`src/rtl/ifsa_pkg.sv`:
```
`timescale 1ns / 1ps
// ----------------------------------------------------------------------------
// ifsa_pkg: shared types and constants of the IMU FIFO sample assembler
// Holds word widths, register indexes and the structs passed between modules.
// ----------------------------------------------------------------------------
package ifsa_pkg;

  localparam int WORD_W      = 16;
  localparam int TS_W        = 24;
  localparam int POS_W       = 4;
  localparam int GROUP_WORDS = 3;
  localparam int FULL_SET    = 9;
  localparam int CFG_IDX_W   = 2;
  localparam int CFG_DATA_W  = 1;

  // Register indexes of the configuration port
  localparam logic [CFG_IDX_W-1:0] CFG_GYRO_EN  = 2'd0;
  localparam logic [CFG_IDX_W-1:0] CFG_ACCEL_EN = 2'd1;
  localparam logic [CFG_IDX_W-1:0] CFG_TIME_EN  = 2'd2;

  typedef struct packed {
    logic gyro_active;
    logic accel_enable;
    logic time_steps_enable;
  } ifsa_cfg_t;

  // Set position status handed from the capture stage to the top level
  typedef struct packed {
    logic             emit;     // current word closes a set
    logic [POS_W-1:0] set_len;  // words per set, zero when nothing enabled
    logic [POS_W-1:0] pos;      // index of the next word within the set
  } ifsa_ctrl_t;

  typedef struct packed {
    logic [WORD_W-1:0] gyro_x;
    logic [WORD_W-1:0] gyro_y;
    logic [WORD_W-1:0] gyro_z;
    logic [WORD_W-1:0] accel_x;
    logic [WORD_W-1:0] accel_y;
    logic [WORD_W-1:0] accel_z;
    logic [TS_W-1:0]   time_stamp;
    logic [WORD_W-1:0] step_total;
  } ifsa_sample_t;

endpackage

```
`src/rtl/ifsa_if.sv`:
```
`timescale 1ns / 1ps
// ----------------------------------------------------------------------------
// ifsa_word_if / ifsa_sample_if: valid/ready channels of the assembler
// One channel carries raw FIFO words, the other assembled samples.
// ----------------------------------------------------------------------------
interface ifsa_word_if;
  logic        valid;
  logic        ready;
  logic [15:0] fifo_word;

  modport source (output valid, output fifo_word, input ready);
  modport sink   (input valid, input fifo_word, output ready);
endinterface

interface ifsa_sample_if;
  logic        valid;
  logic        ready;
  logic [15:0] gyro_x;
  logic [15:0] gyro_y;
  logic [15:0] gyro_z;
  logic [15:0] accel_x;
  logic [15:0] accel_y;
  logic [15:0] accel_z;
  logic [23:0] time_stamp;
  logic [15:0] step_total;

  modport source (output valid, output gyro_x, output gyro_y, output gyro_z,
                  output accel_x, output accel_y, output accel_z,
                  output time_stamp, output step_total, input ready);
  modport sink   (input valid, input gyro_x, input gyro_y, input gyro_z,
                  input accel_x, input accel_y, input accel_z,
                  input time_stamp, input step_total, output ready);
endinterface

```
`src/rtl/ifsa_capture.sv`:
```
`timescale 1ns / 1ps
// ----------------------------------------------------------------------------
// ifsa_capture: set position counter and held word registers
// Counts words within a set and keeps every word of the set but the last.
// ----------------------------------------------------------------------------
module ifsa_capture import ifsa_pkg::*; #(
  parameter int MAX_SET_WORDS = 9
) (
  input  logic              clk_i,
  input  logic              rst_ni,
  input  ifsa_cfg_t         cfg_i,
  input  logic              realign_i,
  input  logic              accept_i,
  input  logic [WORD_W-1:0] word_i,
  output ifsa_ctrl_t        ctrl_o,
  output logic [WORD_W-1:0] held_o [0:MAX_SET_WORDS-2]
);

  logic [POS_W-1:0] pos_q, pos_d;
  logic [POS_W-1:0] grp_words;
  logic [POS_W-1:0] set_len;
  logic [POS_W-1:0] pos_inc;
  logic             last;

  always_comb begin
    grp_words = POS_W'(GROUP_WORDS) *
                (POS_W'(cfg_i.gyro_active) + POS_W'(cfg_i.accel_enable) +
                 POS_W'(cfg_i.time_steps_enable));
    set_len = (grp_words > POS_W'(MAX_SET_WORDS)) ? POS_W'(MAX_SET_WORDS) : grp_words;
  end

  assign pos_inc = pos_q + POS_W'(1);
  assign last    = (pos_inc >= set_len);

  always_comb begin
    pos_d = pos_q;
    if (realign_i) begin
      pos_d = '0;
    end else if (accept_i) begin
      pos_d = last ? '0 : pos_inc;
    end
  end

  always_ff @(posedge clk_i or negedge rst_ni) begin
    if (!rst_ni) begin
      pos_q <= '0;
    end else begin
      pos_q <= pos_d;
    end
  end

  // Hold each word of the set at its own slot
  for (genvar i = 0; i < MAX_SET_WORDS - 1; i++) begin : g_held
    logic [WORD_W-1:0] held_q;
    always_ff @(posedge clk_i) begin
      if (accept_i && !realign_i && !last && pos_q == POS_W'(i)) begin
        held_q <= word_i;
      end
    end
    assign held_o[i] = held_q;
  end

  assign ctrl_o.emit    = last;
  assign ctrl_o.set_len = set_len;
  assign ctrl_o.pos     = pos_q;

endmodule

```
`src/rtl/ifsa_format.sv`:
```
`timescale 1ns / 1ps
// ----------------------------------------------------------------------------
// ifsa_format: sample field mapping
// Lines up held words and the closing word, then picks each group's words.
// ----------------------------------------------------------------------------
module ifsa_format import ifsa_pkg::*; #(
  parameter int MAX_SET_WORDS = 9
) (
  input  ifsa_cfg_t         cfg_i,
  input  logic [POS_W-1:0]  set_len_i,
  input  logic [WORD_W-1:0] word_i,
  input  logic [WORD_W-1:0] held_i [0:MAX_SET_WORDS-2],
  output ifsa_sample_t      sample_o
);

  logic [WORD_W-1:0] w [0:FULL_SET-1];
  logic [WORD_W-1:0] a0, a1, a2, t0, t1, t2;

  // Slot i: held word if before the closing word, closing word, else zero
  for (genvar i = 0; i < FULL_SET; i++) begin : g_slot
    logic [WORD_W-1:0] held_val;
    if (i < MAX_SET_WORDS - 1) begin : g_have
      assign held_val = held_i[i];
    end else begin : g_none
      assign held_val = '0;
    end
    always_comb begin
      if (set_len_i == POS_W'(i + 1)) begin
        w[i] = word_i;
      end else if (set_len_i > POS_W'(i + 1)) begin
        w[i] = held_val;
      end else begin
        w[i] = '0;
      end
    end
  end

  always_comb begin
    if (cfg_i.gyro_active) begin
      a0 = w[3]; a1 = w[4]; a2 = w[5];
    end else begin
      a0 = w[0]; a1 = w[1]; a2 = w[2];
    end
    unique case ({cfg_i.gyro_active, cfg_i.accel_enable})
      2'b11:   begin t0 = w[6]; t1 = w[7]; t2 = w[8]; end
      2'b10,
      2'b01:   begin t0 = w[3]; t1 = w[4]; t2 = w[5]; end
      default: begin t0 = w[0]; t1 = w[1]; t2 = w[2]; end
    endcase
  end

  always_comb begin
    sample_o = '0;
    if (cfg_i.gyro_active) begin
      sample_o.gyro_x = w[0];
      sample_o.gyro_y = w[1];
      sample_o.gyro_z = w[2];
    end
    if (cfg_i.accel_enable) begin
      sample_o.accel_x = a0;
      sample_o.accel_y = a1;
      sample_o.accel_z = a2;
    end
    if (cfg_i.time_steps_enable) begin
      // low byte of the second time word is dropped
      sample_o.time_stamp = {t0[15:8], t0[7:0], t1[15:8]};
      sample_o.step_total = t2;
    end
  end

endmodule

```
`src/rtl/imu_fifo_sample_assembler.sv`:
```
`timescale 1ns / 1ps
// ----------------------------------------------------------------------------
// imu_fifo_sample_assembler: rebuilds IMU samples from a FIFO word stream
// Counts words within a sample set and emits one sample per completed set.
// ----------------------------------------------------------------------------
// Usage:
//   word_i   : one 16-bit FIFO word per handshake. Each set holds three words
//              per enabled group: gyro x/y/z, then accel x/y/z, then two
//              timestamp words and the step count.
//   sample_o : one assembled sample per set; disabled groups read as zero.
//              With no group enabled, every word gives an all-zero sample.
//   cfg_*    : write port for gyro_active (0), accel_enable (1) and
//              time_steps_enable (2). Any write to one of these realigns the
//              block to the start of a set; other indexes are ignored.
//              Write only while no word is in flight.
// Throughput: one word per cycle while the receiver holds ready high. The single
//   output register shows a set's sample in the cycle after its closing word.
// Reset: enables clear and the set position returns to zero; held words
//   need no clearing, each is written before it is read.
// Stall: while a sample waits in the output register and the receiver holds
//   ready low, word_i.ready drops; when ready is high a new word enters in
//   the same cycle the waiting sample leaves.
// ----------------------------------------------------------------------------
module imu_fifo_sample_assembler import ifsa_pkg::*; #(
  parameter int MAX_SET_WORDS = 9
) (
  input  logic                  clk_i,
  input  logic                  rst_ni,
  input  logic                  cfg_we_i,
  input  logic [CFG_IDX_W-1:0]  cfg_idx_i,
  input  logic [CFG_DATA_W-1:0] cfg_data_i,
  ifsa_word_if.sink             word_i,
  ifsa_sample_if.source         sample_o
);

  ifsa_cfg_t         cfg_q, cfg_d;
  logic              realign;
  logic              accept;
  ifsa_ctrl_t        ctrl;
  logic [WORD_W-1:0] held [0:MAX_SET_WORDS-2];
  ifsa_sample_t      sample_next;
  ifsa_sample_t      sample_q;
  logic              out_valid_q, out_valid_d;
  logic              load;

  // Configuration: decode index, realign on any valid register write
  always_comb begin
    cfg_d   = cfg_q;
    realign = 1'b0;
    if (cfg_we_i) begin
      unique case (cfg_idx_i)
        CFG_GYRO_EN:  begin cfg_d.gyro_active       = cfg_data_i[0]; realign = 1'b1; end
        CFG_ACCEL_EN: begin cfg_d.accel_enable      = cfg_data_i[0]; realign = 1'b1; end
        CFG_TIME_EN:  begin cfg_d.time_steps_enable = cfg_data_i[0]; realign = 1'b1; end
        default:      begin end
      endcase
    end
  end

  always_ff @(posedge clk_i or negedge rst_ni) begin
    if (!rst_ni) begin
      cfg_q <= '0;
    end else begin
      cfg_q <= cfg_d;
    end
  end

  // Accept a word whenever the output register is free or being drained
  assign word_i.ready = !out_valid_q || sample_o.ready;
  assign accept       = word_i.valid && word_i.ready;

  ifsa_capture #(
    .MAX_SET_WORDS (MAX_SET_WORDS)
  ) u_capture (
    .clk_i     (clk_i),
    .rst_ni    (rst_ni),
    .cfg_i     (cfg_q),
    .realign_i (realign),
    .accept_i  (accept),
    .word_i    (word_i.fifo_word),
    .ctrl_o    (ctrl),
    .held_o    (held)
  );

  ifsa_format #(
    .MAX_SET_WORDS (MAX_SET_WORDS)
  ) u_format (
    .cfg_i     (cfg_q),
    .set_len_i (ctrl.set_len),
    .word_i    (word_i.fifo_word),
    .held_i    (held),
    .sample_o  (sample_next)
  );

  // Output register: load on the closing word, drop once taken
  assign load = accept && ctrl.emit;

  always_comb begin
    out_valid_d = out_valid_q;
    if (load) begin
      out_valid_d = 1'b1;
    end else if (sample_o.ready) begin
      out_valid_d = 1'b0;
    end
  end

  always_ff @(posedge clk_i or negedge rst_ni) begin
    if (!rst_ni) begin
      out_valid_q <= 1'b0;
    end else begin
      out_valid_q <= out_valid_d;
    end
  end

  always_ff @(posedge clk_i) begin
    if (load) begin
      sample_q <= sample_next;
    end
  end

  assign sample_o.valid      = out_valid_q;
  assign sample_o.gyro_x     = sample_q.gyro_x;
  assign sample_o.gyro_y     = sample_q.gyro_y;
  assign sample_o.gyro_z     = sample_q.gyro_z;
  assign sample_o.accel_x    = sample_q.accel_x;
  assign sample_o.accel_y    = sample_q.accel_y;
  assign sample_o.accel_z    = sample_q.accel_z;
  assign sample_o.time_stamp = sample_q.time_stamp;
  assign sample_o.step_total = sample_q.step_total;

  // Position always stays inside the current set
  a_pos_in_set: assert property (@(posedge clk_i) disable iff (!rst_ni)
    (ctrl.set_len != '0) |-> (ctrl.pos < ctrl.set_len))
    else $error("set position beyond set length");

  // A closing word shows up as a valid sample in the next cycle
  a_emit_valid: assert property (@(posedge clk_i) disable iff (!rst_ni)
    load |=> out_valid_q)
    else $error("closing word did not produce a sample");

  // With nothing enabled every accepted word yields an all-zero sample
  a_empty_zero: assert property (@(posedge clk_i) disable iff (!rst_ni)
    (accept && cfg_q == '0 && !cfg_we_i) |=> (out_valid_q && sample_q == '0))
    else $error("empty configuration gave a non-zero sample");

  // A held sample is never overwritten before it is taken
  a_no_overwrite: assert property (@(posedge clk_i) disable iff (!rst_ni)
    (out_valid_q && !sample_o.ready) |-> !load)
    else $error("pending sample overwritten");

endmodule

```
`src/flat_wrapper.sv`:
```
// flat-port wrapper written by rule: the top's interface ports become plain ports
module imu_fifo_sample_assembler_flat import ifsa_pkg::*;
#(
  parameter int MAX_SET_WORDS = 9
)
  (clk_i, rst_ni, cfg_we_i, cfg_idx_i, cfg_data_i, word_i_valid, word_i_fifo_word, word_i_ready, sample_o_valid, sample_o_gyro_x, sample_o_gyro_y, sample_o_gyro_z, sample_o_accel_x, sample_o_accel_y, sample_o_accel_z, sample_o_time_stamp, sample_o_step_total, sample_o_ready);
  ifsa_word_if word_i_i ();
  ifsa_sample_if sample_o_i ();
  input  logic clk_i;
  input  logic rst_ni;
  input  logic cfg_we_i;
  input  logic [CFG_IDX_W-1:0] cfg_idx_i;
  input  logic [CFG_DATA_W-1:0] cfg_data_i;
  input wire logic [$bits(word_i_i.valid)-1:0] word_i_valid;
  input wire logic [$bits(word_i_i.fifo_word)-1:0] word_i_fifo_word;
  output wire logic [$bits(word_i_i.ready)-1:0] word_i_ready;
  output wire logic [$bits(sample_o_i.valid)-1:0] sample_o_valid;
  output wire logic [$bits(sample_o_i.gyro_x)-1:0] sample_o_gyro_x;
  output wire logic [$bits(sample_o_i.gyro_y)-1:0] sample_o_gyro_y;
  output wire logic [$bits(sample_o_i.gyro_z)-1:0] sample_o_gyro_z;
  output wire logic [$bits(sample_o_i.accel_x)-1:0] sample_o_accel_x;
  output wire logic [$bits(sample_o_i.accel_y)-1:0] sample_o_accel_y;
  output wire logic [$bits(sample_o_i.accel_z)-1:0] sample_o_accel_z;
  output wire logic [$bits(sample_o_i.time_stamp)-1:0] sample_o_time_stamp;
  output wire logic [$bits(sample_o_i.step_total)-1:0] sample_o_step_total;
  input wire logic [$bits(sample_o_i.ready)-1:0] sample_o_ready;
  assign word_i_i.valid = word_i_valid;
  assign word_i_i.fifo_word = word_i_fifo_word;
  assign word_i_ready = word_i_i.ready;
  assign sample_o_valid = sample_o_i.valid;
  assign sample_o_gyro_x = sample_o_i.gyro_x;
  assign sample_o_gyro_y = sample_o_i.gyro_y;
  assign sample_o_gyro_z = sample_o_i.gyro_z;
  assign sample_o_accel_x = sample_o_i.accel_x;
  assign sample_o_accel_y = sample_o_i.accel_y;
  assign sample_o_accel_z = sample_o_i.accel_z;
  assign sample_o_time_stamp = sample_o_i.time_stamp;
  assign sample_o_step_total = sample_o_i.step_total;
  assign sample_o_i.ready = sample_o_ready;
  imu_fifo_sample_assembler #(.MAX_SET_WORDS(MAX_SET_WORDS)) u_core (.clk_i(clk_i), .rst_ni(rst_ni), .cfg_we_i(cfg_we_i), .cfg_idx_i(cfg_idx_i), .cfg_data_i(cfg_data_i), .word_i(word_i_i), .sample_o(sample_o_i));
endmodule
```
`config.mk`:
```
export PLATFORM = sky130hd
export DESIGN_NAME = imu_fifo_sample_assembler_flat
export DESIGN_NICKNAME = d
export VERILOG_FILES = /design/src/rtl/ifsa_pkg.sv /design/src/rtl/ifsa_if.sv /design/src/rtl/ifsa_capture.sv /design/src/rtl/ifsa_format.sv /design/src/rtl/imu_fifo_sample_assembler.sv /design/src/flat_wrapper.sv
export SDC_FILE = /design/constraint.sdc
export NUM_CORES = 1
export LEC_CHECK = 0
export ABC_AREA = 1
export BUFFER_PORTS_ARGS = -buffer_cell sky130_fd_sc_hd__buf_4
export CAP_MARGIN = 25
export CORE_MARGIN = 2
export CORE_UTILIZATION = 53
export CTS_CLUSTER_SIZE = 25
export DETAILED_ROUTE_END_ITERATION = 7
export PLACE_DENSITY = 0.77
export REMOVE_ABC_BUFFERS = 1
export SYNTH_ARGS = -nofsm -noshare
export SYNTH_HDL_FRONTEND = slang
export SYNTH_HIERARCHICAL = 1
export SYNTH_SLANG_ARGS = --single-unit
export TNS_END_PERCENT = 1
```
`constraint.sdc`:
```
create_clock -name clk_i -period 12.5 [get_ports clk_i]
set_clock_uncertainty 0.05 [all_clocks]
set_input_delay 1.875 -clock clk_i [delete_from_list [all_inputs] [get_ports clk_i]]
set_output_delay 1.875 -clock clk_i [all_outputs]
set_load 0.1 [all_outputs]
```
==> results of run 1 <==
metal layers:
layer  track usage  vias to the layer above  wire length, um
li1              -                     4536                -
met1         0.366                     4600            13000
met2         0.407                      640            15000
met3        0.0457                       77             3490
met4         0.105                        0              994
met5             0                        -                0
state kept, by name, summed over array words and instances, names as in the netlist:
signal / cells
u_core/sample_o.accel_y: 16
u_core/sample_o.time_stamp: 24
u_core/u_capture/pos_q: 4
u_core/sample_o.valid: 1
u_core/sample_o.gyro_x: 16
u_core/u_capture/g_held.held_q: 120
u_core/sample_o.step_total: 16
u_core/sample_o.gyro_y: 16
u_core/sample_o.gyro_z: 16
u_core/sample_o.accel_z: 16
u_core/cfg_q: 3
u_core/sample_o.accel_x: 16
through the flow:
| stage | hold WS [ns] | util |
|---|---|---|
| floorplan | 0.488 | - |
| global placement | 0.542 | 0.607 |
| detailed placement | 0.566 | 0.607 |
| CTS | 0.581 | 0.646 |
| global route | 0.606 | 0.646 |
| finish | 0.575 | 0.646 |
area by class of cell:
type | count | area [sq um] | share of cell area
sequential | 264 | 7890 | 0.536
multi-input combinational | 816 | 3780 | 0.257
clock inverter | 17 | 208 | 0.0141
tap | 313 | 392 | 0.0266
inverter | 111 | 422 | 0.0287
clock buffer | 29 | 683 | 0.0464
timing repair buffer | 179 | 1340 | 0.0913
how the worst max path moves through the flow:
stage,start,depth (start not counted),endpoint
6_report,u_core/cfg_q[2],12,u_core/sample_o.step_total[11]
5_1_grt,u_core/cfg_q[2],12,u_core/sample_o.step_total[11]
4_1_cts,u_core/cfg_q[2],12,u_core/sample_o.accel_x[0]
3_5_place_dp,u_core/cfg_q[2],12,u_core/sample_o.gyro_y[14]
3_3_place_gp,u_core/cfg_q[2],12,u_core/sample_o.accel_x[0]
2_1_floorplan,u_core/cfg_q[1],11,u_core/sample_o.accel_x[0]
layout by cell type (no fill, tap or decap):
master,instances
a21oi_4,1
inv_6,1
fa_1,1
o22ai_1,8
dfrtp_1,8
nor2_2,4
inv_2,3
xor2_2,1
clkbuf_1,2
nand2_2,4
inv_4,1
o21ai_0,64
a21boi_1,7
nor3_2,1
nand3_1,137
edfxtp_1,256
nand3_4,1
a21boi_0,10
buf_4,179
nand4_1,7
nor2_4,6
clkbuf_16,27
inv_1,104
o21ai_2,1
a21oi_1,95
clkinv_2,8
nand2_4,1
nand2_1,331
nor2_1,122
clkinv_1,6
ha_1,12
o21ai_1,2
bufinv_16,5
worst max-delay path, stage by stage (launching register included):
cell and delay, ns:
dfrtp_1 0.65, fa_1 0.82, ha_1 0.45, inv_1 0.08
ha_1 0.35, nand2_1 0.07, inv_1 0.06, nand2_2 0.11
nand2_1 0.09, inv_1 0.07, nor3_2 0.17, buf_4 0.69
buf_4 0.80
==> flow_metrics.tcl, run 1 <==
set metrics [dict create \
    nNetsFinal 1435 \
    cap_viol_max_count 0 \
    post_cts_resize_count 0 \
    area_delta_synth_final_pct 18.8 \
    layout_setup_ws_ns 7.57 \
    slew_violations 0 \
    grtUsageTotal 0.261 \
    htreeDepth 1 \
    io_pins 162 \
    first_global_vias 9361 \
    diodes 0 \
    postCtsHoldBufs 0 \
    drc 0 \
    wirelength_um 32600 \
    cts_root_buffer "clkbuf_16" \
    crit_arrival_ns 5.03 \
    syn_area_sq_um 12400 \
    die_area_sq_um 24600 \
    min_period_ns 4.93 \
    place_area_sq_um 13800 \
    drtPass1Iterations 6 \
    vias 9853 \
    drive_above_1_share 0.172 \
    core_sq_um 22800 \
    fp-row-count 55 \
    clk-insertion-delay-late_ns 0.53 \
    numPortBuffers 161 \
    postRouteAntennaNets 0 \
    cp-end-kind "register" \
    design_area_sq_um 14700 \
    cts_max_path_buffers 3 \
    max_clock_freq_ghz 0.203 \
    grt_max_degree 91 \
    cts_tree "built" \
    path_clk_slew_ns 0.06 \
    hold_start "u_core/u_capture/pos_q[1]" \
    ys_warn_count 6 \
    wl_per_cell_um 18.8 \
    dpl_worst_slack_ns 7.57 \
    final_cells 1729 \
    dieWidth_um 157 \
    critical_path_class "register to register" \
    reg2reg_to "u_core/sample_o.step_total[11]" \
    rsz0062_at_grt "false" \
    grt_first_pass_wirelength_um 49800 \
    grt_antenna_before_repair 0 \
    setup_viol 0 \
    dp_hpwl_um 19700 \
    gp_congestion 0.887 \
    r2r_cells 12 \
    worst-path-max-fanout 71 \
    syn_avg_cell_area_sq_um 9.83 \
    cp.required_ns 12.60 \
    clock-sinks 264 \
    dp.cells 1683 \
    status "completed" \
    finalCritPeriodShare 0.394 \
    min_to "u_core/u_capture/pos_q[1]" \
    postCtsSetupBuffers 0 \
    r2r-start "u_core/cfg_q[2]" \
    hold_path_class "register to register" \
    initial_core_util 0.544 \
    slew_headroom 0.368 \
    drt_iter0_drc 1103 \
    cp-start-kind "register" \
    die_h_um 157 \
    hold_violations 0 \
    worst_pin_slew_ns 0.948 \
    routed_via_density 5.70 \
    reg2reg_slack_ns 7.57 \
    numCtsBuffers 26 \
    holdPathStages 2 \
    overflow 0 \
    postSynthCellCount 1260 \
    tns_ns 0 \
    fillerInstances 1770 \
]
Power of run 1 is not shown: default switching activity piles up to over one toggle a cycle in this logic, so the estimate is an artifact.
==> inputs of run 2 (changes only) <==
- CORE_UTILIZATION: 53 -> 58
- PLACE_DENSITY: 0.77 -> 0.8
- clock period: 12.5 -> 4.8 ns (I/O delays scaled with it)
==> run 2 against run 1 <==
  * Die area shrank 8.4%
  * Via count grew 1.5%
  * Critical path depth shrank 2
  * Global-route usage grew 2.7 points
  * First-iteration DRC count grew 18%
  * Critical endpoint is now u_core/sample_o.time_stamp[22]
  * Largest cell class unchanged
  * Hold slack lost 0.16 ns
  * Count of clock-buffer cells in the layout grew 3
  * Register-to-register slack lost 6.4 ns
==> flow_metrics.tcl, run 2 (synthesis results as in run 1) <==
set metrics [dict create \
    fp-row-count 53 \
    finalCritPeriodShare 0.757 \
    setup_viol 0 \
    multi_input_area_sq_um 3780 \
    rsz0062_at_grt "false" \
    gr-usage-met3 0.0591 \
    critPathLaunch "u_core/cfg_q[0]" \
    layout_commonest_cell "nand2_1" \
    numCtsBuffers 26 \
    tns_ns 0 \
    layout_common_cells "331 x nand2_1, 256 x edfxtp_1, 182 x buf_4, 137 x nand3_1, 122 x nor2_1" \
    r2r-start "u_core/cfg_q[0]" \
    nNetsFinal 1441 \
    critical_path_class "register to register" \
    vias 10000 \
    cts_tree "built" \
    core_sq_um 21000 \
    area_delta_synth_final_pct 18.5 \
    initial_core_util 0.589 \
    status "completed" \
    path_clk_slew_ns 0.06 \
    wl_per_cell_um 19.4 \
    cp_slowest_stage_delay_ns 0.76 \
    crit_arrival_ns 3.89 \
    cp-end-kind "register" \
    overflow 0 \
    drt_iter0_drc 1302 \
    cts_root_buffer "clkbuf_16" \
    clk-insertion-delay-late_ns 0.53 \
    slew_headroom 0.363 \
    postRouteAntennaNets 0 \
    use_met1 0.390 \
    hold_path_class "input pin to register" \
    fillerInstances 1525 \
    grt_antenna_before_repair 0 \
    hold_start "cfg_data_i" \
    grt_max_degree 87 \
    worst_pin_slew_ns 0.955 \
    cap_viol_max_count 0 \
    worst_path_max_delay_cell "fa_1" \
    grtUsageTotal 0.288 \
    regMostFlops "u_core/u_capture/g_held.held_q" \
    wirelength_um 33000 \
    io_pins 162 \
    drive_above_1_share 0.174 \
    post-route-util 0.698 \
    cp.required_ns 5.06 \
    crit_chain "fa_1 -> inv_1 -> ha_1 -> nor2_4 -> inv_4 -> nor2_4 -> nand2_1 -> nand3_1 -> nand2_1 -> a21oi_1" \
    die_h_um 150 \
    drtPass1Iterations 6 \
    dp_hpwl_um 19600 \
    min_period_ns 3.63 \
    drc 0 \
    hold_violations 0 \
    max_clock_freq_ghz 0.275 \
    largest_register_ffs 120 \
    first_global_vias 9353 \
    slew_violations 0 \
    postCtsSetupBuffers 0 \
    grt_first_pass_wirelength_um 49900 \
    die_area_sq_um 22500 \
    cp-start-kind "register" \
    cts_max_path_buffers 3 \
    htreeDepth 1 \
    gp_congestion 0.853 \
    seq_area_sq_um 7890 \
    dieWidth_um 150 \
    numPortBuffers 161 \
    diodes 0 \
    grt.busiest_layer "met2" \
    worst-path-max-fanout 18 \
    routed_via_density 5.89 \
    clock-sinks 264 \
    met2_usage 0.461 \
]
[run 2: cell count changes in the layout (fill, tap and decap cells not counted), moves of 2 or more]
cell / previous run / this run
bufinv_16: 5 / 2
buf_4: 179 / 182
clkinvlp_4: 0 / 2
clkbuf_1: 2 / 5
buf_12: 0 / 2
[run 2: critical path: cells and delay by family (launching register included)]
kind / cells / cell delay [ns]
flip-flops: 1 / 0.40
buffers and inverters: 2 / 0.28
AO/OA/AOI/OAI: 1 / 0.33
adder cells (fa/ha/maj): 2 / 1.07
AND/OR/NAND/NOR: 5 / 1.29
[run 2: timing repair]
item	CTS	global route
endpoints found under the hold margin	8	0
resized for setup	0	0
hold buffers	1	0
[run 2: final cells by class]
class / instances / share of cell area
flip-flops and latches: 264 / 0.537
multi-input cells: 816 / 0.258
repair buffers: 185 / 0.0965
clock buffers: 32 / 0.0473
inverters: 111 / 0.0287
well taps: 275 / 0.0234
clock inverters: 15 / 0.00895
[run 2: per-layer routing]
metal / vias to the layer above / routed length, um
met1: 4605 / 12100
li1: 4548 / -
met4: 0 / 1030
met2: 754 / 15600
met5: - / 0
met3: 93 / 4230
[run 2: final timing paths]
path                                                  end  slack (ns)  cells after the start
max                        u_core/sample_o.time_stamp[22]        1.17                     10
min                                       u_core/cfg_q[2]        0.42                      3
max reg2reg                u_core/sample_o.time_stamp[22]        1.17                     10
min reg2reg                     u_core/u_capture/pos_q[1]        0.57                      2
max in group asynchronous       u_core/u_capture/pos_q[2]        4.08                      2
min in group asynchronous           u_core/sample_o.valid        0.49                      2
[run 2: metrics by stage]
step / hold slack [ns] / std cells / setup slack, ns / area [sq um]
after floorplan: 0.374 / 1191 / -7.92 / 12100
after global placement: 0.490 / 1650 / 1.31 / 13800
after detailed placement: 0.494 / 1650 / 1.23 / 13800
after CTS: 0.407 / 1698 / 1.21 / 14700
after global routing: 0.437 / 1698 / 0.989 / 14700
final: 0.420 / 1698 / 1.17 / 14700
Power of run 2 is left out for the same reason.
==> inputs of run 3 (changes only) <==
- CORE_UTILIZATION: 58 -> 53
- PLACE_DENSITY: 0.8 -> 0.77
- clock period: 4.8 -> 3.3 ns (I/O delays scaled with it)
==> run 3 against run 2 <==
  * Global-route usage fell by 3.0 points
  * Final cell count rose by 3.4%
  * Core utilization is 4.1 points lower
  * Flip-flop and latch count unchanged
  * Die area up 9.2%
  * Fmax grew 15%
==> flow_metrics.tcl, run 3 (synthesis results as in run 1) <==
set metrics [dict create \
    drive_above_1_share 0.187 \
    slew_violations 0 \
    max_clock_freq_ghz 0.318 \
    wirelength_um 32100 \
    cp.required_ns 3.43 \
    clk-insertion-delay-late_ns 0.53 \
    gr-usage-met3 0.0449 \
    postCtsSetupBuffers 0 \
    met2_usage 0.416 \
    clock-sinks 264 \
    status "completed" \
    cts_tree "built" \
    cap_viol_max_count 0 \
    diodes 0 \
    largest_register_ffs 120 \
    cp-end-kind "register" \
    r2r-start "u_core/cfg_q[0]" \
    holdPathStages 3 \
    dp_hpwl_um 19900 \
    fp-row-count 55 \
    worst_pin_slew_ns 0.847 \
    drc 0 \
    use_met1 0.357 \
    numPortBuffers 161 \
    nNetsFinal 1459 \
    wl_per_cell_um 18.3 \
    hold_start "cfg_data_i" \
    io_pins 162 \
    vias 9779 \
    min_period_ns 3.14 \
    grt_max_degree 83 \
    grt_antenna_before_repair 0 \
    final_cells 1755 \
    crit_arrival_ns 3.27 \
    min_to "u_core/cfg_q[2]" \
    numCtsBuffers 26 \
    path_clk_slew_ns 0.06 \
    critical_path_class "register to register" \
    htreeDepth 1 \
    drt_iter0_drc 961 \
    cts_root_buffer "clkbuf_16" \
    first_global_vias 9102 \
    regMostFlops "u_core/u_capture/g_held.held_q" \
    drtPass1Iterations 6 \
    grt.busiest_layer "met2" \
    overflow 0 \
    cts_max_path_buffers 3 \
    die_area_sq_um 24600 \
    hold_path_class "input pin to register" \
    area_delta_synth_final_pct 20.9 \
    dieWidth_um 157 \
    whs_ns 0.222 \
    postRouteAntennaNets 0 \
    hold_violations 0 \
    reg2reg_to "u_core/sample_o.accel_x[0]" \
    grtUsageTotal 0.259 \
    grt_first_pass_wirelength_um 49200 \
    die_h_um 157 \
    core_sq_um 22800 \
    initial_core_util 0.544 \
    slew_headroom 0.435 \
    r2r_cells 11 \
    layout_commonest_cell "nand2_1" \
    routed_via_density 5.57 \
    setup_viol 0 \
    worst-path-max-fanout 78 \
    cp-start-kind "register" \
    reg2reg_slack_ns 0.16 \
    rsz0062_at_grt "false" \
    dp.cells 1706 \
    layout_common_cells "331 x nand2_1, 256 x edfxtp_1, 200 x buf_4, 137 x nand3_1, 122 x nor2_1" \
    gp_congestion 0.891 \
    finalCritPeriodShare 0.953 \
]
[run 3: repair_timing]
| action | CTS | global route |
|---|---|---|
| endpoints found under the setup margin | 0 | 6 |
| resized for setup | 0 | 1 |
| hold buffers | 1 | 0 |
| endpoints found under the hold margin | 8 | 0 |
[run 3: worst max path at each step]
| stage | cells past startpoint | slack, ns | endpoint | from |
|---|---|---|---|---|
| after global placement | 11 | 0.27 | u_core/sample_o.gyro_x[0] | u_core/cfg_q[0] |
| after global routing | 11 | 0.01 | u_core/sample_o.accel_y[1] | u_core/cfg_q[0] |
| after detailed placement | 11 | 0.18 | u_core/sample_o.time_stamp[15] | u_core/cfg_q[0] |
| after floorplan | 11 | -9.42 | u_core/sample_o.accel_x[0] | u_core/cfg_q[1] |
| after CTS | 11 | 0.15 | u_core/sample_o.gyro_x[2] | u_core/cfg_q[0] |
| final | 11 | 0.16 | u_core/sample_o.accel_x[0] | u_core/cfg_q[0] |
[run 3: metal layers]
layer | routed length [um] | share of wire
met1 | 12900 | 0.40
met3 | 3150 | 0.098
met5 | 0 | 0
met2 | 15100 | 0.47
met4 | 922 | 0.029
[run 3: layout make-up]
type / instances / area (sq um)
clock buffer: 32 / 714
clock inverter: 16 / 226
fill: 1755 / 7800
inverter: 111 / 422
multi-input combinational: 816 / 3780
sequential: 264 / 7890
tap: 313 / 392
timing repair buffer: 203 / 1560
[run 3: through the flow]
step,TNS [ns],setup WS [ns],util,area [sq um]
finish,0,0.155,0.658,15000
detailed placement,0,0.178,0.616,14000
CTS,0,0.146,0.657,15000
global placement,0,0.269,0.616,14000
global route,0,0.00953,0.658,15000
floorplan,-1380.71,-9.42,-,12100
[run 3: critical path: stages (launching register included)]
cell,delay (ns)
dfrtp_1,0.40
fa_1,0.63
ha_1,0.20
inv_1,0.06
ha_1,0.34
nand2_1,0.07
inv_1,0.06
nand2_2,0.11
nand2_1,0.08
inv_1,0.06
nor3_2,0.27
clkbuf_16,0.37
Power of run 3 is left out for the same reason.
